[config.mk]
export PLATFORM = sky130hd
export DESIGN_NAME = mstg_ram
export DESIGN_NICKNAME = d
export VERILOG_FILES = /design/src/mstg_ram.sv
export SDC_FILE = /design/constraint.sdc
export NUM_CORES = 1
export LEC_CHECK = 0
export BUFFER_PORTS_ARGS = -buffer_cell sky130_fd_sc_hd__buf_2
export CORE_UTILIZATION = 32
export DETAILED_ROUTE_END_ITERATION = 8
export PLACE_DENSITY = 0.43
export RECOVER_POWER = 100
export SETUP_SLACK_MARGIN = 0.02
export SLEW_MARGIN = 20
export SYNTH_ARGS = -nofsm -noshare
export SYNTH_HDL_FRONTEND = slang
export SYNTH_SLANG_ARGS = --single-unit
[constraint.sdc]
create_clock -name clk -period 3.92 [get_ports clk]
set_input_delay 0.784 -clock clk [delete_from_list [all_inputs] [get_ports clk]]
set_output_delay 0.784 -clock clk [all_outputs]
set_load 0.1 [all_outputs]
[src/mstg_ram.sv]
// mstg_ram: generic single write port, single read port ram with registered read
// depends on nothing

module mstg_ram #(
    parameter int WIDTH = 8,
    parameter int DEPTH = 16
) (
    input  logic                                  clk,
    input  logic                                  we,
    input  logic [(DEPTH > 1 ? $clog2(DEPTH) : 1)-1:0] waddr,
    input  logic [WIDTH-1:0]                      wdata,
    input  logic [(DEPTH > 1 ? $clog2(DEPTH) : 1)-1:0] raddr,
    output logic [WIDTH-1:0]                      rdata
);

    logic [WIDTH-1:0] mem_reg [DEPTH];

    always_ff @(posedge clk)
    begin
        if (we)
        begin
            mem_reg[waddr] <= wdata;
        end
        rdata <= mem_reg[raddr];
    end

endmodule

==> reports/qor.txt <==
Status: finished, violations left
Failing checks: max-capacitance violations, max-slew violations
Filler instances: 1454
HPWL after DPL: 6.52 mm
CTS tree: built
Critical path fanouts, max: 32
Slew @ Worst Pin: 2.06 ns
Highest Clock Rate: 356 MHz
Number of global-route vias before repair: 2483
Number of flip-flops in the largest register: 128
Synthesized area: 5150 µm²
FF+latch count, synth: 136
Normalized max-slew margin: -37.3%
Clock root buffer: clkbuf_16
Width of the die: 129 µm
Total congestion overflow: 0
Commonest cells after routing, fill and taps aside: edfxtp_1, clkbuf_1, mux4_2, clkbuf_16, a22oi_1
Drt initial violations: 149
Post-CTS setup repair buffer count: 0
Final weighted congestion in routability-driven placement: 0.646
CTS max path bufs: 2
Final Slew Violations: 33
Global-route wire length before repair: 15.8 mm
Synth Net Count: 247
Crit. End Element: flop
Layout cells sized above 1: 16.7%
Die height: 129 µm
Total chip power: 3.28 mW
Critical Path Source Type: input pin
Number of hold violations in the final report: 0
# nets final: 286
Total clock buffers created by CTS: 17
Port Buf Inserts: 25
Starting Density: 33.4%
Pin count of the biggest net entering global routing: 33
Crit path cell chain: clkbuf_1, mux4_1, a22oi_1, nand2_1
Placed instance count: 460
Final non-filler cell total: 492
Number of H-tree levels: 4
Kind of critical path: in -> reg
Clk Latency, worst-skew pair: 0.40 ns
Floorplan die area: 16600 µm²
DR pass1 iterations: 6
CTS hold repair buffers: 0
Clock sink total: 136
Antenna diodes: 0
Count of cells resized by post-cts repair: 0
Avg Vias per Cell: 4.69
Maximum Capacitance Violations: 1
Arrival time reported for the critical path endpoint: 3.09 ns
Skew final: 0.00594 ns
Total core area: 15400 µm²
Gate count after technology mapping: 229
Required time reported for the critical path endpoint: 4.20 ns
Start of the worst register-to-register path: mem_reg[1][0]
Min-delay src: mem_reg[12][7]
End-of-flow core utilization: 38.8%
Minimum clock period: 2.81 ns
Cell area power density: 548 nW/µm²
Post-route DRC violation count: 0
Row count: 45
Slowest stage cell, crit path: clkbuf_1
Detail-routed net length per standard cell: 21.4 µm
Largest voltage drop on the vdd net: 0.289 mV
Final setup vio count: 0
Final critical-path share of the clock period: 71.7%
Area added between synthesis and finish: 16.2%
Average footprint of a synthesized cell: 22.5 µm²
Register clock-pin slew on the reported worst setup and hold paths: 0.05 ns
Unrepaired setup endpoints after global routing: no
Setup TNS Final: 0 ns
Synth unique cells: 19
Leak pwr: 1.90 nW
Initial antenna violation count: 0
CP peak stage delay: 1.44 ns
Count of warnings emitted by yosys: 0
CP startpoint: raddr[1]
Share of synthesized area occupied by flip-flops and latches: 77.8%
Count of vias placed by the detailed router: 2307
Total global routing track utilization: 14.2%
Most frequent standard cell in the layout excluding fill and tap cells: edfxtp_1
Aggregate routed wire length: 10.5 mm
Worst Hold Class: reg -> reg
Number of top-level pins: 26
Remaining antenna violation count after routing: 0
-- power breakdown --
part	internal (mW)	switching, mW	total, mW	leakage, nW
clock	0.885	0.542	1.43	0.257
sequential	1.63	0.0107	1.64	1.22
combinational	0.0567	0.154	0.211	0.424
total	2.57	0.707	3.28	1.90
-- area by class of cell --
| class | count | area [µm²] | area share (%) |
|---|---|---|---|
| multi-input cells | 83 | 1060 | 17.7 |
| repair buffers | 30 | 134 | 2.24 |
| clock inverters | 5 | 50.0 | 0.837 |
| clock buffers | 27 | 473 | 7.91 |
| flip-flops and latches | 136 | 4000 | 66.9 |
| well taps | 211 | 264 | 4.41 |
-- stage by stage --
stage / hold slack (ns) / setup WS [ns] / cell area [µm²]
2_1_floorplan: 0.629 / 1.64 / 5150
3_3_place_gp: 0.657 / 1.32 / 5500
3_5_place_dp: 0.666 / 1.34 / 5500
4_1_cts: 0.679 / 1.77 / 6020
5_1_grt: 0.705 / 0.892 / 5980
6_report: 0.674 / 1.11 / 5980
-- worst max-delay path, delay by kind of cell --
kind                   cells  cell delay (ns)
AOI/OAI and AO/OA          1             0.29
buffers and inverters      1             1.44
muxes                      1             0.46
and+or+nand+nor            1             0.10
-- final timing paths --
| kind | to | slack (ns) | cells after the start |
|---|---|---|---|
| max | rdata[0] | 1.11 | 4 |
| min reg2reg | rdata[7] | 0.67 | 3 |
| max reg2reg | rdata[0] | 2.57 | 3 |
| min | rdata[7] | 0.67 | 3 |
-- layer usage --
metal / GRT usage (%) / up-vias / routed length, µm
met5: 0 / - / 0
met4: 4.57 / 0 / 88
met3: 4.49 / 6 / 514
met2: 20.9 / 59 / 4790
met1: 19.9 / 1192 / 5150
li1: - / 1050 / -
-- cells in the mapped netlist (all sizes together) --
cell type | count | share of area [%]
nand2b | 2 | 0.24
a22oi | 16 | 2.3
nor2 | 13 | 0.95
clkdlybuf4s25 | 3 | 0.58
dfxtp | 8 | 3.1
and2 | 1 | 0.12
or3b | 1 | 0.17
nor2b | 1 | 0.12
mux4 | 32 | 15
nand3 | 1 | 0.097
buf | 7 | 1.1
and2b | 1 | 0.15
nand3b | 2 | 0.29
nor3 | 4 | 0.39
nand2 | 9 | 0.66
edfxtp | 128 | 75
-- kinds of logic after synthesis --
kind of cell / count (synthesis) / synth area share (%)
and+or+nand+nor: 35 / 3.18
buffers and inverters: 10 / 1.68
AOI/OAI and AO/OA: 16 / 2.33
muxes: 32 / 15.0
DFF: 136 / 77.8
Power figures use the tool's default switching activity.
