==> config.mk <==
export PLATFORM = sky130hd
export DESIGN_NAME = mstg_cordic
export DESIGN_NICKNAME = d
export VERILOG_FILES = /design/src/mstg_pkg.sv /design/src/mstg_cordic.sv
export SDC_FILE = /design/constraint.sdc
export NUM_CORES = 1
export LEC_CHECK = 0
export ABC_AREA = 1
export BUFFER_PORTS_ARGS = -buffer_cell sky130_fd_sc_hd__buf_2
export CORE_UTILIZATION = 50
export DETAILED_ROUTE_END_ITERATION = 10
export HOLD_SLACK_MARGIN = 0.05
export MAX_ROUTING_LAYER = met4
export PLACE_DENSITY = 0.74
export RECOVER_POWER = 50
export SLEW_MARGIN = 40
export SYNTH_ARGS = -nofsm -noshare
export SYNTH_HDL_FRONTEND = slang
export SYNTH_SLANG_ARGS = --single-unit
==> constraint.sdc <==
create_clock -name clk -period 4.1 [get_ports clk]
set_input_delay 0.82 -clock clk [delete_from_list [all_inputs] [get_ports clk]]
set_output_delay 0.82 -clock clk [all_outputs]
set_load 0.02 [all_outputs]
==> src/mstg_pkg.sv <==
// mstg_pkg: shared types, codes and constants of the sinusoid table generator
// depends on nothing; used by the top level and mstg_cordic under src

package mstg_pkg;

    // item kinds
    typedef enum logic [2:0] {
        K_TICK      = 3'd0,
        K_APPEND    = 3'd1,
        K_OVERWRITE = 3'd2,
        K_DELETE    = 3'd3,
        K_RESTART   = 3'd4
    } kind_t;

    // result status codes
    typedef enum logic [1:0] {
        ST_OK    = 2'd0,
        ST_RANGE = 2'd1,
        ST_FULL  = 2'd2
    } status_t;

    // waveform types, anything else is tangent
    localparam logic [1:0] WAVE_SIN = 2'd0;
    localparam logic [1:0] WAVE_COS = 2'd1;
    localparam logic [1:0] WAVE_TAN = 2'd2;

    // configuration register index (address bit 2)
    localparam logic REG_STEP_X  = 1'b0;
    localparam logic REG_START_X = 1'b1;

    localparam logic [31:0] STEP_X_RESET  = 32'd6554;
    localparam logic [31:0] START_X_RESET = 32'd0;

    // one table entry
    typedef struct packed {
        logic [1:0]         wave;
        logic signed [23:0] amp;
        logic signed [23:0] rate;
        logic signed [19:0] phase;
        logic signed [23:0] level;
    } entry_t;

    // sequencer states
    typedef enum logic [3:0] {
        S_IDLE,
        S_READ,
        S_LATCH,
        S_MUL_ANG,
        S_REDUCE,
        S_FOLD,
        S_CORDIC,
        S_DIV,
        S_MUL_OUT,
        S_DEL_READ,
        S_DEL_WRITE
    } state_t;

    // angle constants, Q.32 radians
    localparam logic signed [35:0] TWO_PI_Q32  = 36'sd26986075409;
    localparam logic signed [35:0] PI_Q32      = 36'sd13493037705;
    localparam logic signed [35:0] HALF_PI_Q32 = 36'sd6746518852;
    // multiple of 2*pi that makes any angle sum positive
    localparam int REDUCE_SHIFT = 23;
    localparam logic [59:0] ANGLE_OFS = 60'(TWO_PI_Q32) << REDUCE_SHIFT;

    localparam logic signed [33:0] CORDIC_GAIN_Q30 = 34'sd652032874;
    localparam logic signed [31:0] TAN_MAX = 32'sd2147483647;

    // rounded atan(2^-i) in Q2.30
    function automatic logic [31:0] atan_q30(input logic [4:0] i);
        logic [31:0] a;
        case (i)
            5'd0:  a = 32'd843314857;
            5'd1:  a = 32'd497837830;
            5'd2:  a = 32'd263043837;
            5'd3:  a = 32'd133525159;
            5'd4:  a = 32'd67021687;
            5'd5:  a = 32'd33543516;
            5'd6:  a = 32'd16775851;
            5'd7:  a = 32'd8388437;
            5'd8:  a = 32'd4194283;
            5'd9:  a = 32'd2097149;
            5'd31: a = 32'd0;
            default: a = 32'd1 << (5'd30 - i);
        endcase
        return a;
    endfunction

    // clamp to 32 bit signed
    function automatic logic [31:0] sat32(input logic signed [43:0] v);
        logic [31:0] r;
        if (v > 44'sd2147483647)
            r = 32'h7fff_ffff;
        else if (v < -44'sd2147483648)
            r = 32'h8000_0000;
        else
            r = v[31:0];
        return r;
    endfunction

endpackage

==> src/mstg_cordic.sv <==
// mstg_cordic: rotation-mode cordic, one micro-rotation per cycle
// depends on mstg_pkg (gain, arctangent table)

module mstg_cordic #(
    parameter int CORDIC_STEPS = 16
) (
    input  logic               clk,
    input  logic               rst_n,
    input  logic               start,
    input  logic signed [33:0] z_in,
    output logic               done,
    output logic signed [33:0] cos_out,
    output logic signed [33:0] sin_out
);

    localparam int KW = $clog2(CORDIC_STEPS);

    logic               busy_reg, busy_next;
    logic               done_reg, done_next;
    logic [KW-1:0]      k_reg, k_next;
    logic signed [33:0] x_reg, x_next;
    logic signed [33:0] y_reg, y_next;
    logic signed [33:0] z_reg, z_next;
    logic signed [33:0] dx, dy, da;

    always_ff @(posedge clk or negedge rst_n)
    begin
        if (!rst_n)
        begin
            busy_reg <= 1'b0;
            done_reg <= 1'b0;
            k_reg    <= '0;
        end
        else
        begin
            busy_reg <= busy_next;
            done_reg <= done_next;
            k_reg    <= k_next;
        end
    end

    always_ff @(posedge clk)
    begin
        x_reg <= x_next;
        y_reg <= y_next;
        z_reg <= z_next;
    end

    assign dx = y_reg >>> k_reg;
    assign dy = x_reg >>> k_reg;
    assign da = $signed({2'b00, mstg_pkg::atan_q30(5'(k_reg))});

    always_comb
    begin
        busy_next = busy_reg;
        done_next = 1'b0;
        k_next    = k_reg;
        x_next    = x_reg;
        y_next    = y_reg;
        z_next    = z_reg;
        if (start)
        begin
            busy_next = 1'b1;
            k_next    = '0;
            x_next    = mstg_pkg::CORDIC_GAIN_Q30;
            y_next    = '0;
            z_next    = z_in;
        end
        else if (busy_reg)
        begin
            if (!z_reg[33])
            begin
                x_next = x_reg - dx;
                y_next = y_reg + dy;
                z_next = z_reg - da;
            end
            else
            begin
                x_next = x_reg + dx;
                y_next = y_reg - dy;
                z_next = z_reg + da;
            end
            k_next = k_reg + 1'b1;
            if (k_reg == KW'(CORDIC_STEPS - 1))
            begin
                busy_next = 1'b0;
                done_next = 1'b1;
            end
        end
    end

    assign done    = done_reg;
    assign cos_out = x_reg;
    assign sin_out = y_reg;

endmodule

==> flow_results.org <==
** Outcome
- The run finished, with violations left.
- The checks that failed: setup timing.

** STA
- Fmax :: 213 MHz
- Portion of the clock cycle consumed by the worst path in the final layout :: 114%
- Once routing completed, OpenROAD measured the worst setup slack at -0.590 ns.
- Setup repair after global routing could not meet its margin everywhere.
- Max Slew Vio Count :: 0
- On the final layout, the worst clock skew is 0.0116 ns.
- Number of hold violations in the final report :: 0
- Fin crit period :: 4.69 ns
- Tightest Pin Transition :: 0.827 ns
- In this run the tightest slew margin relative to its limit is 44.5%.
- Final setup violation count :: 61

** Clock network
- Num CTS Buffers :: 9
- The tree built by TritonCTS fans out to 108 sinks.
- CTS built an H-tree with a depth of 3.
- TritonCTS clock tree :: yes
- Clock root buffer :: clkbuf_16
- Skew-Pair Late Insertion Delay :: 0.40 ns
- After clock tree synthesis, the clock-pin slew on the worst setup and hold paths is 0.09 ns.
- Clock Tree Buf Depth :: 2

** Floorplan
- Number of primary I/O pins :: 106
- Standard-cell rows :: 64
- Die boundary width :: 180 µm
- Placeable core area :: 0.0309 mm²
- Effective utilization at floorplan :: 51.4%
- Vert. Die Dim :: 180 µm
- DIE AREA :: 0.0325 mm²

** Critical path
- Worst Setup End Kind :: flop
- The worst register-to-register path begins at k_reg[1].
- Worst Path Required :: 4.40 ns
- STA classifies the critical path startpoint as a flop.
- Counting cells, the worst reg-to-reg path comes to 28.
- Data on the critical path arrives at its endpoint at 4.99 ns.
- CP max stage delay :: 0.48 ns
- For this design, the slowest cell found on the critical path is dfrtp_2.
- Setup slack on the worst reg-to-reg path comes out at -0.59 ns.
- Top fanout value on the critical path :: 18
- Counting stages on the worst path, the most repeated cell is nand2_1.
- Setup Crit Path Kind :: flop to flop
- Destination of the worst register-to-register timing path :: cos_out[32]

** Yosys
- Fraction of post-synthesis cell area in the top cell type by area :: 17.0%
- During synthesis, Yosys emitted a total of 0 warnings.
- By area the synthesized netlist is led by nand2_1 (17%), nand3_1 (12%), ha_1 (8.7%).
- In this run, synthesis produced a sequential element count of 108.
- The most used flip-flop cell after synthesis is dfxtp_1.
- The synthesized design spends more area on one cell type than any other, namely nand2_1.
- Sequential elements use 15.9% of the synthesized area.
- Syn Inst Count :: 2717
- Post-synth net total :: 2868
- Of all flip-flops after synthesis, the portion carrying an async set or reset was 5.56%.
- Number of flops mapped to enable cells by yosys :: 34
- Dividing the synthesized area by the synthesized cell count gives 5.85 µm².
- Counting distinct cell types in the post-synthesis netlist gives 62.
- Synth Cell Area :: 0.0159 mm²

** Routing
- Dividing the detail-routed via count by the number of cells gives 5.83.
- For this run, design rule violations remaining after detail routing come to 0.
- Routed WL per cell :: 18.5 µm
- Final WL :: 72400 µm
- Pre-Repair DR Iteration Count :: 6
- Starting DRC count in detailed routing :: 2078
- Vias after detailed routing :: 22.8k
- Final antenna-violating net count :: 0

** Placement
- Port buffering added 105 buffers.
- The congestion estimate from routability-driven global placement came to 1.02.
- Post-detail-place hpwl :: 50400 µm
- Placement Setup Slack :: -0.591 ns

** Global route
- Entering global routing, the biggest net connects 73 pins.
- The via count of the first global-routing pass was 21.8k.
- After global routing the overflow that remains totals 0.
- Across every metal layer, demand over resource in global routing totals 42.0%.
- Global-route wire length before repair :: 107000 µm
- Antenna violations before repair :: 0

** Layout
- In the final layout, the share of cells above drive strength 1 is 42.0%.
- The number of antenna diodes in the final layout is 0.
- Fill cells in the final layout number 2076.
- The sequential cells in the finished layout cover a total of 0.00254 mm².
- From synthesis to final layout, the design area changed by 59.5%.
- In the final design database the tool counted 3672 nets.
- Multi-input gate area :: 0.0141 mm²

** Hold path
- Hold WC Path Type :: input port to asynchronous set/reset pin

** Run
- Maxcap violations :: 0
-- area by class of cell --
cell class	instances	share of cell area, %
Inverter	304	4.62
Clock inverter	6	0.178
Timing Repair Buffer	885	26.4
Clock buffer	10	0.988
Multi-Input combinational cell	2213	55.8
Tap cell	396	1.96
Sequential cell	108	10.0
-- logic make-up after synthesis --
kind of cell / after synthesis / synth area share [%]
buffers and inverters: 396 / 10.2
AOI/OAI and AO/OA: 438 / 15.7
adders and majority gates: 114 / 9.12
DFF: 108 / 15.9
and+or+nand+nor: 1538 / 42.2
xor gates and xnor gates: 123 / 6.90
-- Yosys cell counts, types with 31 or more instances --
cell type and number:
o21ai_0 133, nand2_1 718, a21oi_1 157, nor2_1 291
ha_1 111, inv_1 274, nand3_1 388, dfxtp_1 68
clkbuf_1 31, edfxtp_1 34, xnor2_1 32, xor2_1 90
-- metrics by stage --
stage	hold slack (ns)	cells	util [%]	TNS (ns)	instance area, µm²
CTS	0.237	3890	77.6	-3.79	24000
global placement	0.511	3822	71.2	-11.05	22000
finish	0.345	3922	82.0	-16.67	25300
global route	0.350	3922	82.0	-30.35	25300
floorplan	0.524	2717	-	-0.0876	16100
detailed placement	0.518	3822	71.2	-14.74	22000
-- worst max-delay path: cells and delay by family (launching register included) --
family,cells,cell delay [ns]
AOI/OAI and AO/OA,4,0.59
xor gates and xnor gates,1,0.23
adders and majority gates,1,0.29
buffers and inverters,9,1.42
DFF,1,0.48
and+or+nand+nor,13,1.56
-- layer usage --
metal,GRT usage [%],share of wire [%]
met1,44.9,36
met2,72.1,48
met3,5.30,7.5
met4,29.7,8.8
met5,-,0
-- how the worst max path moves through the flow --
stage               startpoint          end  slack (ns)  cells past startpoint
floorplan             k_reg[0]    z_reg[22]       -0.03                     27
global placement      k_reg[0]    z_reg[33]       -0.47                     27
detailed placement    k_reg[1]  sin_out[31]       -0.59                     31
CTS                   k_reg[1]  cos_out[33]       -0.25                     26
global route          k_reg[1]  cos_out[33]       -0.79                     32
finish                k_reg[1]  cos_out[32]       -0.59                     28
-- repair_timing --
action,4_1_cts,5_1_grt
pin swaps,128,128
setup buffers,51,31
cloned,2,1
resized for setup,325,285
hold buffers,0,0
endpoints found under the setup margin,55,64
-- cell usage in the layout (no fill, tap or decap), drive strengths merged, types with 5 or more instances in the layout --
cell type	synthesis	routed
xor2	91	91
or2	32	32
nand4	28	28
a21boi	13	13
o21a	11	11
dfrtp	6	6
buf	61	872
nand2	732	732
dfxtp	68	68
o21ai	170	170
clkinv	4	7
ha	111	111
nor2	314	314
a21o	13	13
a31oi	22	22
nor3	29	29
clkbuf	31	21
edfxtp	34	34
o211ai	13	13
o21bai	13	13
inv	299	299
and2	5	5
xnor2	32	32
a21oi	159	159
nand3	391	391
Power is left out: the tool's default activity adds up to more than one toggle a clock period on the data nets, which glitch-free logic cannot reach.
