===== config.mk =====
export PLATFORM = sky130hd
export DESIGN_NAME = mstg_mul
export DESIGN_NICKNAME = d
export VERILOG_FILES = /design/src/mstg_mul.sv
export SDC_FILE = /design/constraint.sdc
export NUM_CORES = 1
export LEC_CHECK = 0
export BUFFER_PORTS_ARGS = -buffer_cell sky130_fd_sc_hd__buf_2
export CORE_UTILIZATION = 55
export DETAILED_ROUTE_END_ITERATION = 8
export HOLD_SLACK_MARGIN = 0.06
export PLACE_DENSITY = 0.76
export SYNTH_ARGS = -nofsm -noshare
export SYNTH_HDL_FRONTEND = slang
export SYNTH_SLANG_ARGS = --single-unit
export TNS_END_PERCENT = 100

===== constraint.sdc =====
create_clock -name clk -period 6.4 [get_ports clk]
set_input_delay 0.96 -clock clk [delete_from_list [all_inputs] [get_ports clk]]
set_output_delay 0.96 -clock clk [all_outputs]
set_load 0.02 [all_outputs]

===== src/mstg_mul.sv =====
// mstg_mul: bit-serial signed shift-add multiplier, one multiplier bit per cycle
// depends on nothing

module mstg_mul (
    input  logic               clk,
    input  logic               rst_n,
    input  logic               start,
    input  logic signed [33:0] mcand,
    input  logic signed [23:0] mplier,
    output logic               done,
    output logic signed [57:0] prod
);

    logic               busy_reg, busy_next;
    logic               done_reg, done_next;
    logic [4:0]         cnt_reg, cnt_next;
    logic signed [57:0] mc_reg, mc_next;
    logic [23:0]        mp_reg, mp_next;
    logic signed [57:0] acc_reg, acc_next;

    always_ff @(posedge clk or negedge rst_n)
    begin
        if (!rst_n)
        begin
            busy_reg <= 1'b0;
            done_reg <= 1'b0;
            cnt_reg  <= '0;
        end
        else
        begin
            busy_reg <= busy_next;
            done_reg <= done_next;
            cnt_reg  <= cnt_next;
        end
    end

    always_ff @(posedge clk)
    begin
        mc_reg  <= mc_next;
        mp_reg  <= mp_next;
        acc_reg <= acc_next;
    end

    always_comb
    begin
        busy_next = busy_reg;
        done_next = 1'b0;
        cnt_next  = cnt_reg;
        mc_next   = mc_reg;
        mp_next   = mp_reg;
        acc_next  = acc_reg;
        if (start)
        begin
            busy_next = 1'b1;
            cnt_next  = '0;
            mc_next   = {{24{mcand[33]}}, mcand};
            mp_next   = mplier;
            acc_next  = '0;
        end
        else if (busy_reg)
        begin
            // top bit of the multiplier carries negative weight
            if (mp_reg[0])
            begin
                acc_next = (cnt_reg == 5'd23) ? acc_reg - mc_reg : acc_reg + mc_reg;
            end
            mc_next  = mc_reg <<< 1;
            mp_next  = mp_reg >> 1;
            cnt_next = cnt_reg + 5'd1;
            if (cnt_reg == 5'd23)
            begin
                busy_next = 1'b0;
                done_next = 1'b1;
            end
        end
    end

    assign done = done_reg;
    assign prod = acc_reg;

endmodule


==> results.md, run 1 <==
- The flow ran to the end, and the final reports show no timing, DRC or antenna violations.
- The share of total power dissipated in the clock network is around a quarter.
- The arrival time at the worst endpoint is between 5000 and 6000 ps.
- Yosys instantiated no cell more often than sky130_fd_sc_hd__nand2_1.
- Synthesis produced 1103 cells.
- The library cell with the largest summed area after synthesis is sky130_fd_sc_hd__edfxtp_1.
- The overall track demand over capacity in global routing is a little over a quarter.
- In the synthesized netlist the async set-or-reset flop fraction comes to under 10%.
- The ratio of total power to cell area is roughly 330 nW/um^2.
- The number of post-CTS setup repair buffers is 0.
- CTS built an H-tree with a depth of 4.
- The routed via count divided by cell count is about 6.
- Port buffering added roughly 120 buffers.
- The count of flip-flops with a built-in enable after synthesis is 82.
- The number of antenna violations at the first check in global routing came to 1.
- The largest driver fanout on the critical path is 8.
- The setup TNS is 0 ps.
- After the first detailed-routing iteration, the DRC count stood at roughly 750.
- The congestion estimate from routability-driven global placement came to ~0.93.
- The core area is 18000 sq um.
- The maximum count of clock buffers along a single path is 2.
- The post-CTS resize count is 0.
- The later-pin clock latency in the skew report is ~440 ps.
- The total clock buffers created by CTS is 17.
- The share of the synthesized area in the top cell type is roughly 24%.
- The number of violations of the max-capacitance limit is 0.
- Derived from the worst setup path, the maximum achievable clock frequency is ~0.19 GHz.
- The pre-antenna-repair detailed-routing pass consisted of 5 iterations.
- The post-detailed-placement half-perimeter wirelength is 18.1 mm.
- For this design, the sink count on the clock tree is around 150.
- Of the available clock period, the critical path in the final layout requires between 80% and 90%.
- The clock-pin transition on the worst setup and hold timing paths is 80 ps.
- Entering global routing, the biggest net connects just over 80 pins.
- The worst setup path is launched from a flip-flop.
- IR analysis of the VDD net gives a maximum drop of around 0.20 mV.
- The largest single stage delay on the critical path is 510 ps.
- The mean area per synthesized cell is roughly 9.2 sq um.
- The critical path is of the reg -> reg type.
- For this design, the slowest cell found on the critical path is sky130_fd_sc_hd__or4_1.
- In this run the remaining antenna-violating nets after routing total 0.
- The switching component of the power is approximately 1.5 mW.
- The layout cell share with drive strength beyond 1 is around a fifth.
- The number of endpoints failing setup at the final stage is 0.
- Detailed routing inserted a total of approximately 8.5k vias.
- The number of nets in the final layout is 1310.
- The power share of the combinational group is 39.6%.
- The floorplan step defined a die boundary enclosing 19000 sq um.
- The worst-margin pin slew is approximately 1100 ps.
- The cell at the root of the clock tree is sky130_fd_sc_hd__clkbuf_16.
- STA classifies the critical path endpoint as a flip-flop.
- TritonCTS built the clock tree.
- The total cell area at the placement stage is around 11000 sq um.
- After synthesis, the cell types taking the most area are sky130_fd_sc_hd__edfxtp_1 24%, sky130_fd_sc_hd__dfxtp_1 11%, sky130_fd_sc_hd__ha_1 7.3%.
- The die boundary width is about 140 microns.
- Setup repair after global routing left no endpoint under its margin.
- The floorplan step set the die height to between 100 and 150 microns.
- Summing every instance area after synthesis gives roughly 10000 sq um.
- Summing the sequential cell areas from Yosys gives around 37% of the chip area.
- The count of final hold-check violations is 0.
- Summed over all layers, the global routing overflow is 0.
- The post-route DRC violation count is 0.
- Counting instances in the post-synthesis netlist gives the leading cell types as 118 x sky130_fd_sc_hd__nand2_1, 109 x sky130_fd_sc_hd__a21oi_1, 82 x sky130_fd_sc_hd__edfxtp_1.
- Cell internal power was estimated by the tool at roughly 2.3 mW.
- The dominant register cell in the synthesized netlist is sky130_fd_sc_hd__edfxtp_1.
- Summed over all cells, the static leakage comes to approximately 5 nW.
- The path class of the tightest hold or removal check is in -> async.
- The max-slew violation count is 0.
- The area growth from synthesis to layout is 12.6%.
- In this design, the critical path's most frequently occurring cell is sky130_fd_sc_hd__nand2_1.
- Once the floorplan was initialized, standard cells occupied 56.2% of the core.
- The register bit total from synthesis is ~150.
- The critical path goes through inv_1 > ha_1 > nand2_1 > or4_1 > nand2b_2 > nor3_4 > nand2_2 > nor2_1 > and2_1 > nand2_1 > o41ai_1 > xnor2_1 > ha_1 > a21oi_1 > o21ai_0 > a2111oi_0 > nand2_1 > a41o_2 > a211o_1 > a21o_1 > a21oi_2.
- After clock tree synthesis, the flow added hold-fix buffers numbering 0.
- The number of rows created at floorplan is just under 50.
- The relative contribution of sequential cells to total power is 33.8%.
- Of the total power, the share spent switching nets is slightly below 40%.
- The number of warning messages in the yosys log is 0.
- When the netlist entered floorplanning its net count stood at 1224.
- After detailed routing, the average wire length per cell comes to 17.3 microns.
- The design area is roughly 11000 sq um.
- The distinct cell type count after synthesis is 69.
- Across the routed clock network, the largest skew measured is between 10 and 15 ps.
- The data required time at the worst endpoint is between 6000 and 7000 ps.
- In this run the tightest slew margin relative to its limit is 26.5%.
- For this design the top-level I/O count stands at 120.
- The number of global-route vias before repair was about 7.8k.
- Subtracting the final worst setup slack from the clock period gives about 5300 ps.
- The routed design has between 20 and 25 mm of wire.
- The first-pass GRT wire length is ~40 mm.
[layer usage]
layer | vias up | GRT usage, % | share of wire [%]
met3 | 35 | 4.34 | 5.8
met1 | 3977 | 37.9 | 48
met4 | 0 | 8.03 | 1.6
met5 | - | 0 | 0
met2 | 298 | 40.6 | 44
li1 | 4224 | - | -
[layout by cell type (no fill, tap or decap), types with 4 or more instances in the layout]
master / instances
sky130_fd_sc_hd__a22o_1: 19
sky130_fd_sc_hd__buf_2: 118
sky130_fd_sc_hd__clkinv_8: 4
sky130_fd_sc_hd__nand3_1: 25
sky130_fd_sc_hd__and2_1: 9
sky130_fd_sc_hd__xor2_1: 43
sky130_fd_sc_hd__dfxtp_1: 58
sky130_fd_sc_hd__o21ai_0: 69
sky130_fd_sc_hd__inv_8: 6
sky130_fd_sc_hd__o21bai_1: 9
sky130_fd_sc_hd__buf_4: 9
sky130_fd_sc_hd__nor2b_1: 12
sky130_fd_sc_hd__nor3_1: 13
sky130_fd_sc_hd__dfrtp_1: 7
sky130_fd_sc_hd__a211oi_1: 6
sky130_fd_sc_hd__nor4_1: 5
sky130_fd_sc_hd__nor2_1: 56
sky130_fd_sc_hd__a41oi_1: 4
sky130_fd_sc_hd__o31ai_1: 10
sky130_fd_sc_hd__nand2_1: 118
sky130_fd_sc_hd__mux2_2: 53
sky130_fd_sc_hd__inv_1: 40
sky130_fd_sc_hd__inv_6: 4
sky130_fd_sc_hd__a221oi_1: 4
sky130_fd_sc_hd__or4_1: 5
sky130_fd_sc_hd__and3_1: 8
sky130_fd_sc_hd__o21a_1: 6
sky130_fd_sc_hd__clkbuf_16: 17
sky130_fd_sc_hd__a21o_1: 32
sky130_fd_sc_hd__ha_1: 59
sky130_fd_sc_hd__o41ai_1: 6
sky130_fd_sc_hd__a31oi_1: 16
sky130_fd_sc_hd__o211ai_1: 5
sky130_fd_sc_hd__edfxtp_1: 82
sky130_fd_sc_hd__nand4_1: 24
sky130_fd_sc_hd__a21oi_1: 109
sky130_fd_sc_hd__xnor2_1: 70
sky130_fd_sc_hd__nand2b_1: 8
[cell families after synthesis]
group | count (synthesis) | share of synthesized area, %
AO/OA/AOI/OAI | 319 | 19.9
buffers and inverters | 100 | 4.20
flip-flops | 147 | 37.5
AND/OR/NAND/NOR | 310 | 15.2
adder cells (fa/ha/maj) | 60 | 7.48
multiplexers | 54 | 5.99
XOR/XNOR | 113 | 9.76
[metrics by stage]
stage | utilization [%] | instances | worst slack, ps | hold slack (ps) | power, mW
after floorplan | - | 1103 | 1870 | 512 | 2.42
after global placement | 60.0 | 1399 | 1210 | 462 | 2.77
after detailed placement | 60.0 | 1399 | 1230 | 467 | 2.78
after CTS | 63.3 | 1431 | 1170 | 333 | 3.80
after global routing | 63.3 | 1431 | 617 | 344 | 4.02
final | 63.3 | 1432 | 1100 | 340 | 3.80
[final cells by class]
cell class | count | area, sq um
Antenna cell | 1 | 2.50
Clock buffer | 17 | 425
Clock inverter | 15 | 176
Fill cell | 1558 | 6610
Inverter | 40 | 150
Multi-Input combinational cell | 856 | 5920
Sequential cell | 147 | 3800
Tap cell | 229 | 287
Timing Repair Buffer | 127 | 658
[critical path, delay by kind of cell, from the launching register on]
| kind | cells | cell delay, ps |
|---|---|---|
| adders and majority gates | 2 | 590 |
| DFF | 1 | 390 |
| and+or+nand+nor | 9 | 1980 |
| xor gates and xnor gates | 1 | 130 |
| buffers and inverters | 1 | 140 |
| AOI/OAI and AO/OA | 8 | 1990 |
[path summary, 6_finish.rpt]
path,endpoint,startpoint,slack (ps),depth (start not counted)
setup / recovery,prod[57],mc_reg[1],1100,21
hold / removal,cnt_reg[3],rst_n,340,1
setup reg to reg,prod[57],mc_reg[1],1100,21
hold reg to reg,prod[24],prod[24],480,2
max in group asynchronous,cnt_reg[4],rst_n,5890,1
min in group clk,prod[24],prod[24],480,2
[power groups by stage]
stage	logic (mW)	registers (mW)	clock network (mW)
global route	1.66	1.30	1.06
finish	1.51	1.28	1.01
global placement	1.47	1.30	0
CTS	1.49	1.28	1.03
detailed placement	1.48	1.30	0
floorplan	1.04	1.38	0
Note: power is estimated with default switching activity, not from simulation.
==> inputs of run 2 (changes only) <==
CORE_UTILIZATION = 54   (was 55)
PLACE_DENSITY = 0.78   (was 0.76)
clock period = 4.43 ns   (was 6.4 ns; I/O delays follow)
==> run 2 against run 1 <==
Effect of this change: the flow now finishes with violations (design-rule violations, negative setup slack); sequential power increased by 45%; critical path depth unchanged; die area up 1.8%; clock skew is 3.5 ps higher; flip-flop and latch count did not move; core utilization grew 11 points; sequential share of layout area decreased by 5.2 points; register-to-register slack worse by 1400 ps; via count grew 13%.
==> results.md, run 2 (same netlist as run 1, synthesis figures left out) <==
- The flow ran to the end, but the final reports show violations.
- The checks that failed: design-rule violations, negative setup slack.
- The setup TNS is -2670 ps.
- The count of final hold-check violations is 0.
- The worst setup path is of the reg -> reg kind.
- The routed via count divided by cell count is between 5 and 6.
- The arrival time at the worst endpoint is between 5000 and 6000 ps.
- The peak supply drop is roughly 0.32 mV.
- At the end of the flow, the number of nets in the layout was approximately 1.5k.
- The nature of the critical path endpoint is a flip-flop.
- The first global-routing pass estimated roughly 46 mm of wire.
- The total area of sequential cells is around 3800 sq um.
- At the end of the flow the core is filled with cells to between 70 and 80%.
- The cell at the root of the clock tree is sky130_fd_sc_hd__clkbuf_16.
- The multi-input combinational cells in the finished layout cover a total of 6570 sq um.
- The height of the die is 139 microns.
- The detailed router put a total of ~13 mm of wire on met1.
- CTS built an H-tree with a depth of 4.
- The number of cells after detailed placement is about 1.5k.
- The number of top-level pins is between 100 and 150.
- The relative slew slack is between 20% and 30%.
- The post-detailed-route count of antenna-violating nets is 0.
- In this run, the combinational gates consume between 40% and 50% of the power.
- The cell with the most instances on the worst path is sky130_fd_sc_hd__buf_4.
- The die covers slightly below 20000 sq um.
- The share of total power dissipated in the clock network is 23.3%.
- The routed length on met3 is roughly 2.1 mm.
- The wire length reported by the detailed router is approximately 30 mm.
- Routability-driven placement finished with a final weighted congestion of roughly 0.98.
- The count of buffers from port buffering is between 100 and 150.
- After detailed routing, the average wire length per cell comes to 18.3 microns.
- The analysis attributes to net switching a power of ~2.5 mW.
- The count of non-filler cells in the finished layout is between 1.5k and 2k.
- The clock-pin transition on the worst setup and hold timing paths is around 80 ps.
- For this configuration, the core starts out at a cell density of 55.7%.
- The worst-margin pin slew is between 1000 and 1500 ps.
- The later-pin clock latency in the skew report is 440 ps.
- After detailed routing, the met2 layer carries 13.9 mm of wire.
- The worst hold path class is reg -> reg.
- Together, buffers and inverters on the worst path number 4.
- The post-route DRC violation count is 4.
- The number of violations of the max-capacitance limit is 0.
- The achievable clock frequency is about 0.21 GHz.
- The number of endpoints failing setup at the final stage is 16.
- The maximum count of clock buffers along a single path is 2.
- The floorplan has around 50 rows.
- Once routing completed, OpenROAD measured the worst setup slack at -340 ps.
- On the worst path, the slowest cell contributes a delay of ~480 ps.
- The floorplan step set the die width to 139 microns.
- The worst-case register-to-register setup slack is -340 ps.
- Counting the fill cells in the layout gives around 1.2k.
- The total clock buffers created by CTS is 17.
- The post-detailed-placement half-perimeter wirelength is 20.1 mm.
- The library cells used most frequently in the layout, excluding fill and tap cells, are 170 x sky130_fd_sc_hd__buf_4, 118 x sky130_fd_sc_hd__buf_2, 114 x sky130_fd_sc_hd__nand2_1.
- The total number of clock tree sinks is around 150.
- Cells with a size suffix above 1 make up 36.7% of the layout.
- STA classifies the critical path startpoint as a flip-flop.
- The max-slew violation count is 0.
- The number of global-route vias before repair is ~9.3k.
- The core area is about 18000 sq um.
- The vias after detailed routing is ~9.7k.
- The analysis attributes to cell leakage a power of between 6 and 7 nW.
- STA puts the critical path data required time at between 4000 and 5000 ps.
- The internal portion of total power is between 3 and 4 mW.
- Broken down by cell family, the worst path's largest delay share belongs to simple AND/OR/NAND/NOR gates.
- The synthesis-to-layout area growth is 33.3%.
- Traced cell by cell, the critical path runs through nor3_1 > nand2b_1 > nor4_1 > buf_4 > nand2_2 > buf_4 > o31ai_4 > xor2_2 > ha_1 > buf_4 > nand4_1 > or3_4 > nor3_4 > nand4_1 > nand4b_1 > a21oi_2 > o21ai_2 > buf_4 > a21oi_2 > xnor2_1 > a22o_1.
- The largest driver fanout on the critical path is 4.
- Setup repair after global routing could not meet its margin everywhere.
- The violation count after the first detailed-routing iteration is roughly 910.
- TritonCTS built the clock tree.
- Of the total power, registers draw approximately 30%.
- The largest net degree at the start of global routing is 83.
- The overall track demand over capacity in global routing is approximately 30%.
- The library cell used most frequently in the layout, excluding fill and tap cells, is sky130_fd_sc_hd__buf_4.
- The clock arrives with 16.4 ps of skew.
- The smallest clock period supported by the final layout is computed as 4770 ps.
- Of the available clock period, the critical path in the final layout requires 108%.
- Summed over all layers, the global routing overflow is 0.
- The ratio of total power to cell area is 463 nW/um^2.
- Hold timing on the final database bottoms out at a slack of 476 ps.
- Among all stages on the critical path, the largest delay is contributed by sky130_fd_sc_hd__edfxtp_1.
- The first TritonRoute pass finished after 9 iterations.
- After detailed routing, no signal wire sits above met5.
- The number of antenna violations at the first check in global routing is 2.
- In this run switching power makes up between 30% and 40% of total power.
[run 2: cell count changes in the layout (fill, tap and decap cells not counted), moves of 6 or more]
cell,previous run,this run
sky130_fd_sc_hd__a21oi_2,3,18
sky130_fd_sc_hd__xnor2_1,70,60
sky130_fd_sc_hd__o21ai_1,2,10
sky130_fd_sc_hd__a21oi_1,109,87
sky130_fd_sc_hd__o21ai_2,0,8
sky130_fd_sc_hd__a21oi_4,0,7
sky130_fd_sc_hd__o21ai_0,69,53
sky130_fd_sc_hd__ha_1,59,53
sky130_fd_sc_hd__buf_4,9,170
sky130_fd_sc_hd__xnor2_2,0,10
sky130_fd_sc_hd__buf_6,0,17
[run 2: worst min-delay path: stages (launching register included)]
cell and delay, ps:
sky130_fd_sc_hd__dfxtp_1 330, sky130_fd_sc_hd__nand2_1 60, sky130_fd_sc_hd__a21oi_1 50
[run 2: repair_timing]
item                       CTS  global route
setup endpoints to repair   16            27
buffers inserted            20            17
hold buffers                 1             0
pin swaps                   35            57
gates resized for setup     67            83
hold endpoints to repair     7             0
[run 2: path summary, 6_finish.rpt]
check | from | end | cells past startpoint
setup / recovery | mc_reg[23] | prod[46] | 21
hold / removal | prod[26] | prod[26] | 2
setup reg to reg | mc_reg[23] | prod[46] | 21
hold reg to reg | prod[26] | prod[26] | 2
max in group asynchronous | rst_n | cnt_reg[2] | 2
min in group asynchronous | rst_n | busy_reg | 2
[run 2: cell type report]
cell class,count,share of cell area (%)
Inverter,40,1.11
Timing Repair Buffer,307,15.5
Tap cell,229,2.12
Multi-Input combinational cell,856,48.6
Sequential cell,147,28.1
Clock buffer,17,3.15
Clock inverter,15,1.40
Antenna cell,1,0.0185
[run 2: power by group through the flow]
stage | registers [mW] | clock network (mW) | logic, mW
2_1_floorplan | 1.99 | 0 | 1.50
4_1_cts | 1.85 | 1.48 | 2.67
3_3_place_gp | 1.86 | 0 | 2.52
3_5_place_dp | 1.87 | 0 | 2.55
6_report | 1.86 | 1.46 | 2.94
5_1_grt | 1.88 | 1.53 | 3.16
[run 2: per-layer routing]
layer	vias up	GRT usage [%]
met5	-	0
met4	2	11.9
met3	77	4.52
met2	437	48.1
met1	4560	40.1
li1	4583	-
[run 2: through the flow]
step           instance area, sq um  setup WS, ps  power [mW]
6_report                      13500          -340        6.26
5_1_grt                       13500          -454        6.57
4_1_cts                       13000          -122        6.00
3_5_place_dp                  11900          -417        4.42
3_3_place_gp                  11900          -397        4.38
2_1_floorplan                 10200         -27.5        3.49
