`src/mstg_div.sv`:
```
// mstg_div: restoring divider, one quotient bit per cycle, flags quotients past 31 bits
// depends on nothing

module mstg_div (
    input  logic        clk,
    input  logic        rst_n,
    input  logic        start,
    input  logic [49:0] num,
    input  logic [33:0] den,
    output logic        done,
    output logic        ovf,
    output logic [30:0] quot
);

    logic        busy_reg, busy_next;
    logic        done_reg, done_next;
    logic [4:0]  cnt_reg, cnt_next;
    logic [49:0] rem_reg, rem_next;
    logic [63:0] dsh_reg, dsh_next;
    logic [30:0] q_reg, q_next;
    logic        ovf_reg, ovf_next;
    logic        fits;

    always_ff @(posedge clk or negedge rst_n)
    begin
        if (!rst_n)
        begin
            busy_reg <= 1'b0;
            done_reg <= 1'b0;
            cnt_reg  <= '0;
        end
        else
        begin
            busy_reg <= busy_next;
            done_reg <= done_next;
            cnt_reg  <= cnt_next;
        end
    end

    always_ff @(posedge clk)
    begin
        rem_reg <= rem_next;
        dsh_reg <= dsh_next;
        q_reg   <= q_next;
        ovf_reg <= ovf_next;
    end

    assign fits = {14'd0, rem_reg} >= dsh_reg;

    always_comb
    begin
        busy_next = busy_reg;
        done_next = 1'b0;
        cnt_next  = cnt_reg;
        rem_next  = rem_reg;
        dsh_next  = dsh_reg;
        q_next    = q_reg;
        ovf_next  = ovf_reg;
        if (start)
        begin
            busy_next = 1'b1;
            cnt_next  = '0;
            rem_next  = num;
            dsh_next  = {den, 30'd0};
            q_next    = '0;
            ovf_next  = {15'd0, num} >= {den, 31'd0};
        end
        else if (busy_reg)
        begin
            if (fits)
            begin
                rem_next = rem_reg - dsh_reg[49:0];
            end
            q_next   = {q_reg[29:0], fits};
            dsh_next = dsh_reg >> 1;
            cnt_next = cnt_reg + 5'd1;
            if (cnt_reg == 5'd30)
            begin
                busy_next = 1'b0;
                done_next = 1'b1;
            end
        end
    end

    assign done = done_reg;
    assign ovf  = ovf_reg;
    assign quot = q_reg;

endmodule

```
`config.mk`:
```
export PLATFORM = sky130hd
export DESIGN_NAME = mstg_div
export DESIGN_NICKNAME = d
export VERILOG_FILES = /design/src/mstg_div.sv
export SDC_FILE = /design/constraint.sdc
export NUM_CORES = 1
export LEC_CHECK = 0
export ABC_AREA = 1
export BUFFER_PORTS_ARGS = -buffer_cell sky130_fd_sc_hd__buf_2
export CORE_UTILIZATION = 55
export CTS_BUF_LIST = sky130_fd_sc_hd__clkbuf_16
export DETAILED_ROUTE_END_ITERATION = 6
export PLACE_DENSITY = 0.88
export RECOVER_POWER = 50
export SYNTH_ARGS = -nofsm -noshare
export SYNTH_HDL_FRONTEND = slang
export SYNTH_SLANG_ARGS = --single-unit
```
`constraint.sdc`:
```
create_clock -name clk -period 4.9 [get_ports clk]
set_input_delay 0.98 -clock clk [delete_from_list [all_inputs] [get_ports clk]]
set_output_delay 0.98 -clock clk [all_outputs]
set_load 0.01 [all_outputs]
```
==> summary.txt, run 1 <==
Setup path
  • R2R setup slack: between 1.5 and 2 ns
  • Critical Path RT: 4.97 ns
  • Crit path launch: start
  • Worst setup path endpoint: rem_reg[15]$_DFFE_PP_
  • Critical Path AT: around 3.8 ns
  • Worst R2R Path Depth: 14
  • Worst Setup Start Kind: input port
  • CP max FO: between 70 and 80
  • Critical path type: in2reg
  • Reg-to-Reg Start: rem_reg[31]$_DFFE_PP_
  • Worst setup EP type: flip-flop
  • RR Endpoint: rem_reg[41]$_DFFE_PP_

Synth
  • Top_reg_cell synth: edfxtp_1
  • Mapped Cells: between 1,500 and 2,000
  • Sequential share of the synthesized area: 36.6%
  • Synth async-reset ratio: around 4.6%
  • Top-count cell post-synth: nand2_1
  • Yosys warnings: 0
  • Synthesized flop and latch total: ~150
  • Syn avg cell area: around 7 µm²
  • Post-synthesis cell type count: 39
  • Synth top cells by count: nand2_1 (506), inv_1 (311), edfxtp_1 (85)
  • Mapped Area: 0.0108 mm²
  • EDFF count, synth: 85
  • Ranking of synthesized cells by area: edfxtp_1 (24%), nand2_1 (18%), dfxtp_1 (11%)
  • Yosys top cell area share: about a quarter
  • Synthesized Nets: ~1,700
  • Largest area contributor in the netlist: edfxtp_1

Floorplanning
  • Chip height: roughly 140 µm
  • Row cnt: 50
  • Initial core utilization: ~57%
  • IO Pins: 120
  • Core region area: 0.0190 mm²
  • Die X: approximately 140 µm
  • Die area: between 0.02 and 0.025 mm²

Timing
  • Period utilization: 76.0%
  • Slew @ Worst Pin: between 2 and 3 ns
  • Rel. slew slack: -99.8%
  • Final hold violations: 0
  • Worst Skew: approximately 0.010 ns
  • Final setup viols: 0
  • Unrepaired setup endpoints after global routing: false
  • Max Slew Vio Count: between 100 and 150
  • Maximum clock rate: 0.268 GHz
  • Final min period: 3.73 ns
  • Fin Setup TNS: 0 ns

Route
  • Post-route ant nets: 0
  • Total number of vias: between 10,000 and 15,000
  • Avg Vias per Cell: 5.39
  • Iter 0 DRT Violations: just over 800
  • First-pass iteration count of the detailed router: 5
  • DRC viols: 0
  • Avg WL per Cell: about 16 µm
  • Post-Route WL: about 31 mm

Global route
  • First-pass GRT wire length: 49.2 mm
  • Congestion Overflow GR: 0
  • Number of global-route vias before repair: 10,157
  • Antenna violations before repair: 1
  • Gr usage total: 31.6%
  • Largest net degree at the start of global routing: 72

Clock tree
  • H-tree levels: 4
  • Clk buf depth: 2
  • Clock latency on the worst-skew pair: around 0.45 ns
  • CTS root buf: clkbuf_16
  • Cts bufs inserted: 17
  • TritonCTS clock tree: done
  • Sink Count: 153
  • Clk slew on worst S/H paths: 0.08 ns
  • Post-CTS Resized: 0
  • Post-CTS Setup Bufs: 0
  • Hold_buf cts: 0

Placement
  • I/O Buffers: between 100 and 150
  • Final GP Congestion: about 1.0
  • HPWL after DPL: 23.5 mm

Layout
  • Layout area overhead: 13.2%
  • Fillers: approximately 1,700
  • # diodes: 0
  • Final net count: ~1,800
  • Layout cells sized above 1: 11.1%
  • Max reg flops: 64

Pwr
  • Power Density: between 300 and 400 mW/mm²
  • Total power: roughly 4000 µW
  • Max IR drop VDD: around 0.28 mV
  • Leakage Power: 0.00611 µW

Outcome
  • Failing checks: max-capacitance violations, max-slew violations
  • Outcome: finished with violations

Hold path
  • Tightest Hold Check Type: in2async

Flow run
  • MaxCap Viol Count: 2
## layout make-up
type	instances	area, µm²	share of cell area (%)
Sequential cell	153	3950	32.3
Timing Repair Buffer	124	583	4.77
Clock buffer	20	500	4.10
Tap cell	260	325	2.66
Multi-Input combinational cell	1049	5470	44.7
Inverter	336	1260	10.3
Clock inverter	12	135	1.11
## per-layer routing
metal  track usage (%)  vias up  wire length, µm
met4              13.5        0              961
met2              51.4      446            13900
met3              6.39       78             2700
met5                 0        -                0
met1              40.8     4800            13000
li1                  -     5216                -
## worst max-delay path: stages
cell and delay (ns):
clkbuf_1 0.22, clkbuf_1 2.16, o21ai_0 0.40
## through the flow
step / util (%) / hold slack, ns / setup slack [ns] / cells / cell area [µm²]
detailed placement: 61.5 / 0.457 / 1.66 / 1922 / 11700
finish: 64.5 / 0.407 / 1.17 / 1954 / 12200
floorplan: - / 0.432 / 1.77 / 1568 / 10800
CTS: 64.8 / 0.348 / 1.64 / 1954 / 12300
global route: 64.5 / 0.442 / 0.848 / 1954 / 12200
global placement: 61.5 / 0.445 / 1.73 / 1922 / 11700
## cell families after synthesis
group,count (synthesis),synth area share (%)
xor gates and xnor gates,15,1.22
adders and majority gates,72,8.41
DFF,153,36.6
AOI/OAI and AO/OA,194,10.4
and+or+nand+nor,768,30.6
buffers and inverters,366,12.8
## layout by cell type, fill, tap and decap left out, types with 49 or more instances in the layout
cell | Yosys | final
nand2_1 | 506 | 505
buf_2 | 7 | 84
nand3_1 | 79 | 79
a21oi_1 | 49 | 49
edfxtp_1 | 85 | 85
dfxtp_1 | 61 | 61
ha_1 | 71 | 71
inv_1 | 311 | 312
o22ai_1 | 75 | 75
nor2_1 | 78 | 79
## where the power goes
part / total [µW] / internal [µW] / switching (µW) / leakage [µW]
clock: 1420 / 773 / 646 / 0.000315
combinational: 1130 / 380 / 749 / 0.00433
sequential: 1480 / 1450 / 27.7 / 0.00146
## how the worst min path moves through the flow
stage	startpoint	cells past startpoint	endpoint
floorplan	dsh_reg[0]$_SDFFE_PP0P_	2	dsh_reg[0]$_SDFFE_PP0P_
global placement	quot[30]$_SDFFE_PP0P_	2	quot[30]$_SDFFE_PP0P_
detailed placement	quot[30]$_SDFFE_PP0P_	2	quot[30]$_SDFFE_PP0P_
CTS	rst_n	1	busy_reg$_DFF_PN0_
global route	rst_n	1	busy_reg$_DFF_PN0_
finish	rst_n	1	busy_reg$_DFF_PN0_
No activity file was read; power rests on OpenSTA's default activity.
==> run 2: changes to the inputs <==
--- a/config.mk
+++ b/config.mk
@@ -7,10 +7,10 @@
 export LEC_CHECK = 0
 export ABC_AREA = 1
 export BUFFER_PORTS_ARGS = -buffer_cell sky130_fd_sc_hd__buf_2
-export CORE_UTILIZATION = 55
+export CORE_UTILIZATION = 54
 export CTS_BUF_LIST = sky130_fd_sc_hd__clkbuf_16
 export DETAILED_ROUTE_END_ITERATION = 6
-export PLACE_DENSITY = 0.88
+export PLACE_DENSITY = 0.89
 export RECOVER_POWER = 50
 export SYNTH_ARGS = -nofsm -noshare
 export SYNTH_HDL_FRONTEND = slang
==> constraint.sdc (replaced) <==
create_clock -name clk -period 3.25 [get_ports clk]
set_input_delay 0.65 -clock clk [delete_from_list [all_inputs] [get_ports clk]]
set_output_delay 0.65 -clock clk [all_outputs]
set_load 0.01 [all_outputs]
==> run 2 against run 1 <==
The flow still finishes with violations (max-capacitance violations, max-slew violations). Register-to-register slack got worse by 1.2 ns. Cell count rose by 0.46%. Cell area grew 0.10%. Critical endpoint is now dsh_reg[2]$_SDFFE_PP0P_. Worst hold slack lost 0.31 ns. Largest cell class unchanged. Combinational power is 51% higher. Clock power increased by 44%. Via count rose by 0.84%. Setup slack worse by 0.72 ns. Non-clock buffer count is 4 higher.
==> summary.txt, run 2 (synthesis results as in run 1) <==
Outcome
  • Outcome: finished with violations
  • Failing checks: max-capacitance violations, max-slew violations

Clock tree
  • Hold_buf cts: 0
  • Clk buf depth: 2
  • Sink Count: 153
  • Clk slew on worst S/H paths: about 0.080 ns
  • CTS root buf: clkbuf_16
  • Post-CTS Resized: 0
  • Cts bufs inserted: 17
  • Post-CTS Setup Bufs: 0
  • TritonCTS clock tree: done
  • Clock latency on the worst-skew pair: approximately 0.45 ns
  • H-tree levels: 4

Setup path
  • R2R setup slack: approximately 0.45 ns
  • Worst R2R Path Depth: 5
  • Reg-to-Reg Start: busy_reg$_DFF_PN0_
  • Worst setup path endpoint: dsh_reg[2]$_SDFFE_PP0P_
  • CP max FO: 54
  • Crit path launch: busy_reg$_DFF_PN0_
  • Worst-path cell chain: inv_1, nor2_2, inv_1, clkbuf_4, o22ai_1
  • Critical Path AT: ~3.1 ns
  • Worst setup EP type: flip-flop
  • Critical path type: reg2reg
  • Slowest cell on the critical path: inv_1
  • Worst Setup Start Kind: flip-flop
  • Critical path's largest stage delay: 0.94 ns
  • Critical Path RT: 3.54 ns
  • Most used cell, CP: inv_1
  • RR Endpoint: dsh_reg[2]$_SDFFE_PP0P_

Timing
  • Final min period: roughly 2.8 ns
  • Maximum clock rate: 0.357 GHz
  • Period utilization: 86.2%
  • Slew @ Worst Pin: ~1.6 ns
  • Final hold violations: 0
  • Final setup viols: 0
  • Max Slew Vio Count: ~120
  • Worst Skew: around 0.018 ns
  • Unrepaired setup endpoints after global routing: false
  • Rel. slew slack: -8.31%
  • Fin Setup TNS: 0 ns
  • Setup ws final: ~0.45 ns

Route
  • Avg WL per Cell: between 15 and 20 µm
  • First-pass iteration count of the detailed router: 5
  • Iter 0 DRT Violations: 901
  • Post-Route WL: about 31 mm
  • Total number of vias: approximately 11,000
  • Avg Vias per Cell: roughly 5.4
  • DRC viols: 0
  • Post-route ant nets: 0

Layout
  • Layout area overhead: 13.3%
  • Final net count: ~1,800
  • Area of all placed cells without fillers: between 0.01 and 0.015 mm²
  • # diodes: 0
  • Most frequent cells in the layout: nand2_1 (506), inv_1 (314), edfxtp_1 (85), buf_2 (83), nand3_1 (79)
  • Most common cell after layout, fill and taps aside: nand2_1
  • Final design utilization: a little over three fifths
  • Layout cells sized above 1: between 10 and 15%
  • Max reg flops: 64

Global route
  • First-pass GRT wire length: about 51 mm
  • Congestion Overflow GR: 0
  • Largest net degree at the start of global routing: 55
  • Gr usage total: around 32%
  • Antenna violations before repair: 0
  • Number of global-route vias before repair: 10,143

Floorplanning
  • Row cnt: 51
  • Die area: just over 0.02 mm²
  • Die X: 143 µm
  • IO Pins: between 100 and 150
  • Core region area: around 0.020 mm²
  • Initial core utilization: 55.3%
  • Chip height: between 100 and 150 µm

Placement
  • Pre-CTS WS: 0.707 ns
  • Placed instance area: about 0.012 mm²
  • I/O Buffers: ~120
  • Final GP Congestion: between 1 and 1.5
  • HPWL after DPL: 24.2 mm

Pwr
  • Leakage Power: 0.00611 µW
  • Power Density: between 400 and 500 mW/mm²
  • Total power: approximately 6000 µW
  • Max IR drop VDD: between 0.3 and 0.4 mV

Flow run
  • MaxCap Viol Count: 3

Hold path
  • Tightest Hold Check Type: in2async
run 2: cell type report:
cell class / count / area, µm²
fill: 1761 / 7290
timing repair buffer: 128 / 621
tap: 265 / 332
sequential: 153 / 3950
clock inverter: 15 / 179
clock buffer: 17 / 425
multi-input combinational: 1049 / 5470
inverter: 336 / 1260
run 2: worst min path at each step:
stage                     startpoint                     end  depth (start not counted)
2_1_floorplan                  rst_n      busy_reg$_DFF_PN0_                          0
5_1_grt                        rst_n  cnt_reg[1]$_DFFE_PN0P_                          1
3_3_place_gp   quot[30]$_SDFFE_PP0P_   quot[30]$_SDFFE_PP0P_                          2
3_5_place_dp   quot[30]$_SDFFE_PP0P_   quot[30]$_SDFFE_PP0P_                          2
6_report                       rst_n  cnt_reg[1]$_DFFE_PN0P_                          1
4_1_cts                        rst_n  cnt_reg[1]$_DFFE_PN0P_                          1
run 2: critical path, delay by kind of cell, from the launching register on:
| family | cells | cell delay [ns] |
|---|---|---|
| buffers and inverters | 3 | 1.82 |
| DFF | 1 | 0.46 |
| and+or+nand+nor | 1 | 0.13 |
| AOI/OAI and AO/OA | 1 | 0.20 |
run 2: through the flow:
step / std cells / hold slack (ns)
finish: 1963 / 0.102
global route: 1963 / 0.126
CTS: 1963 / 0.0280
detailed placement: 1931 / 0.445
global placement: 1931 / 0.443
floorplan: 1568 / 0.354
run 2: metal layers:
layer / GRT usage [%] / vias up / share of wire, %
li1: - / 5218 / -
met1: 42.3 / 4876 / 42
met2: 53.2 / 466 / 47
met3: 5.13 / 69 / 8.3
met4: 11.4 / 0 / 2.7
met5: 0 / - / 0
run 2: power by group:
part           internal, µW  switching [µW]  total, µW
Sequential             2190            42.1       2230
Clock                  1040             993       2040
Combinational           574            1140       1710
==> run 3: changes to the inputs <==
--- a/config.mk
+++ b/config.mk
@@ -11,7 +11,7 @@
 export CTS_BUF_LIST = sky130_fd_sc_hd__clkbuf_16
 export DETAILED_ROUTE_END_ITERATION = 6
 export PLACE_DENSITY = 0.89
-export RECOVER_POWER = 50
+export RECOVER_POWER = 25
 export SYNTH_ARGS = -nofsm -noshare
 export SYNTH_HDL_FRONTEND = slang
 export SYNTH_SLANG_ARGS = --single-unit
==> run 3 against run 2 <==
Combinational power hardly changed. Largest cell class unchanged. First-iteration DRC count down 6.8%. Die area unchanged. Clock skew shrank 0.0052 ns. Worst hold slack better by 0.00066 ns. The run still ends with max-capacitance violations, max-slew violations left. Cell area is essentially flat. Setup slack better by 0.042 ns. Fmax increased by 1.5%. Clock power about the same.
==> summary.txt, run 3 (synthesis results as in run 1) <==
Placement
  • Final GP Congestion: between 1 and 1.5
  • HPWL after DPL: between 20 and 25 mm
  • I/O Buffers: between 100 and 150

Global route
  • Gr usage total: ~32%
  • Met2 Usage GRT: a little over half
  • Congestion Overflow GR: 0
  • GRT busiest layer: met2
  • Antenna violations before repair: 0
  • Number of global-route vias before repair: 10,143
  • Grt met1 use: between 40% and 50%
  • First-pass GRT wire length: just over 50 mm
  • Met3 Use GR: under 10%
  • Largest net degree at the start of global routing: 55

Clock tree
  • Hold_buf cts: 0
  • Cts bufs inserted: 17
  • Clock latency on the worst-skew pair: 0.44 ns
  • Sink Count: between 150 and 200
  • Clk slew on worst S/H paths: ~0.080 ns
  • CTS root buf: clkbuf_16
  • Clk buf depth: 2
  • Post-CTS Resized: 0
  • H-tree levels: 4
  • Post-CTS Setup Bufs: 0
  • TritonCTS clock tree: done

Timing
  • Hold slack final: between 0.1 and 0.15 ns
  • Rel. slew slack: -9.48%
  • Final hold violations: 0
  • Unrepaired setup endpoints after global routing: false
  • Max Slew Vio Count: 123
  • Maximum clock rate: ~0.36 GHz
  • Worst Skew: 0.0132 ns
  • Slew @ Worst Pin: between 1.5 and 2 ns
  • Final setup viols: 0
  • Fin Setup TNS: 0 ns
  • Final min period: 2.76 ns
  • Period utilization: a little over four fifths

Setup path
  • Critical Path AT: 3.05 ns
  • CP max FO: 50
  • Slowest cell on the critical path: inv_1
  • CP top delay family: buffers and inverters
  • Critical Path RT: about 3.5 ns
  • Crit path buf inv count: 3
  • Worst R2R Path Depth: 4
  • Critical path's largest stage delay: 1.21 ns
  • WP depth: 5
  • Worst-path cell chain: clkbuf_1, nor2_1, inv_1, buf_4, o22ai_1
  • Critical path type: in2reg
  • Worst Setup Start Kind: input port
  • Worst setup EP type: flip-flop

Outcome
  • Failing checks: max-capacitance violations, max-slew violations
  • Outcome: finished with violations

Floorplanning
  • Row cnt: approximately 50
  • Die area: around 0.02 mm²
  • Core region area: ~0.020 mm²
  • Initial core utilization: between 50% and 60%
  • Chip height: 143 µm
  • IO Pins: 120
  • Die X: 143 µm

Layout
  • # diodes: 0
  • Final net count: between 1,500 and 2,000
  • Area of the multi-input gates: approximately 0.0055 mm²
  • Most frequent cells in the layout: nand2_1 (505), inv_1 (312), edfxtp_1 (85), buf_2 (84), nand3_1 (79)
  • Fillers: between 1,500 and 2,000
  • Max reg flops: 64
  • Layout cells sized above 1: 11.3%
  • FF/Latch Area: 0.00395 mm²
  • Most common cell after layout, fill and taps aside: nand2_1
  • Layout area overhead: 13.3%

Route
  • Avg Vias per Cell: about 5.4
  • First-pass iteration count of the detailed router: 5
  • Iter 0 DRT Violations: 840
  • Post-Route WL: ~31 mm
  • DRC viols: 0
  • Avg WL per Cell: 16.0 µm
  • Total number of vias: ~11,000
  • Post-route ant nets: 0

Pwr
  • Leakage Power: approximately 0.006 µW
  • Max IR drop VDD: 0.395 mV
  • Power Density: just under 500 mW/mm²

Flow run
  • MaxCap Viol Count: 3

Hold path
  • Tightest Hold Check Type: in2async
[run 3: cell count changes in the layout (fill, tap and decap cells not counted)]
cell      delta
buf_2        +1
buf_4        +2
clkbuf_1     -1
clkbuf_2     -1
clkbuf_4     -1
inv_1        -2
inv_2        +2
nand2_1      -1
nand2_2      +1
[run 3: final cells by class]
class                   count  area share (%)
clock buffers              17            3.48
clock inverters            15            1.46
inverters                 336            10.3
multi-input cells        1049            44.7
flip-flops and latches    153            32.3
well taps                 265            2.71
repair buffers            128            5.10
[run 3: final timing paths]
check / from / end / slack, ns
min: rst_n / cnt_reg[3]$_DFFE_PN0P_ / 0.10
min reg2reg: dsh_reg[0]$_SDFFE_PP0P_ / dsh_reg[0]$_SDFFE_PP0P_ / 0.48
min in group clk: dsh_reg[0]$_SDFFE_PP0P_ / dsh_reg[0]$_SDFFE_PP0P_ / 0.48
max in group asynchronous: rst_n / busy_reg$_DFF_PN0_ / 2.86
max: start / dsh_reg[2]$_SDFFE_PP0P_ / 0.49
max reg2reg: busy_reg$_DFF_PN0_ / dsh_reg[2]$_SDFFE_PP0P_ / 0.51
[run 3: report_power, final]
group	internal [µW]	switching, µW
combinational	575	1140
clock	1040	997
sequential	2190	42.2
[run 3: metrics by stage]
step,setup WS (ns),std cells,utilization (%),cell area [µm²],power (µW)
finish,0.493,1963,62.7,12200,5990
global route,0.363,1963,62.7,12200,6280
CTS,0.681,1963,63.0,12300,5950
detailed placement,0.707,1931,59.9,11700,3930
global placement,0.797,1931,59.9,11700,3880
floorplan,0.116,1568,-,10800,3460
[run 3: metal layers]
| metal | vias to the layer above | part of all wire, % |
|---|---|---|
| li1 | 5215 | - |
| met1 | 4860 | 42 |
| met2 | 502 | 47 |
| met3 | 69 | 8.6 |
| met4 | 0 | 2.6 |
| met5 | - | 0 |
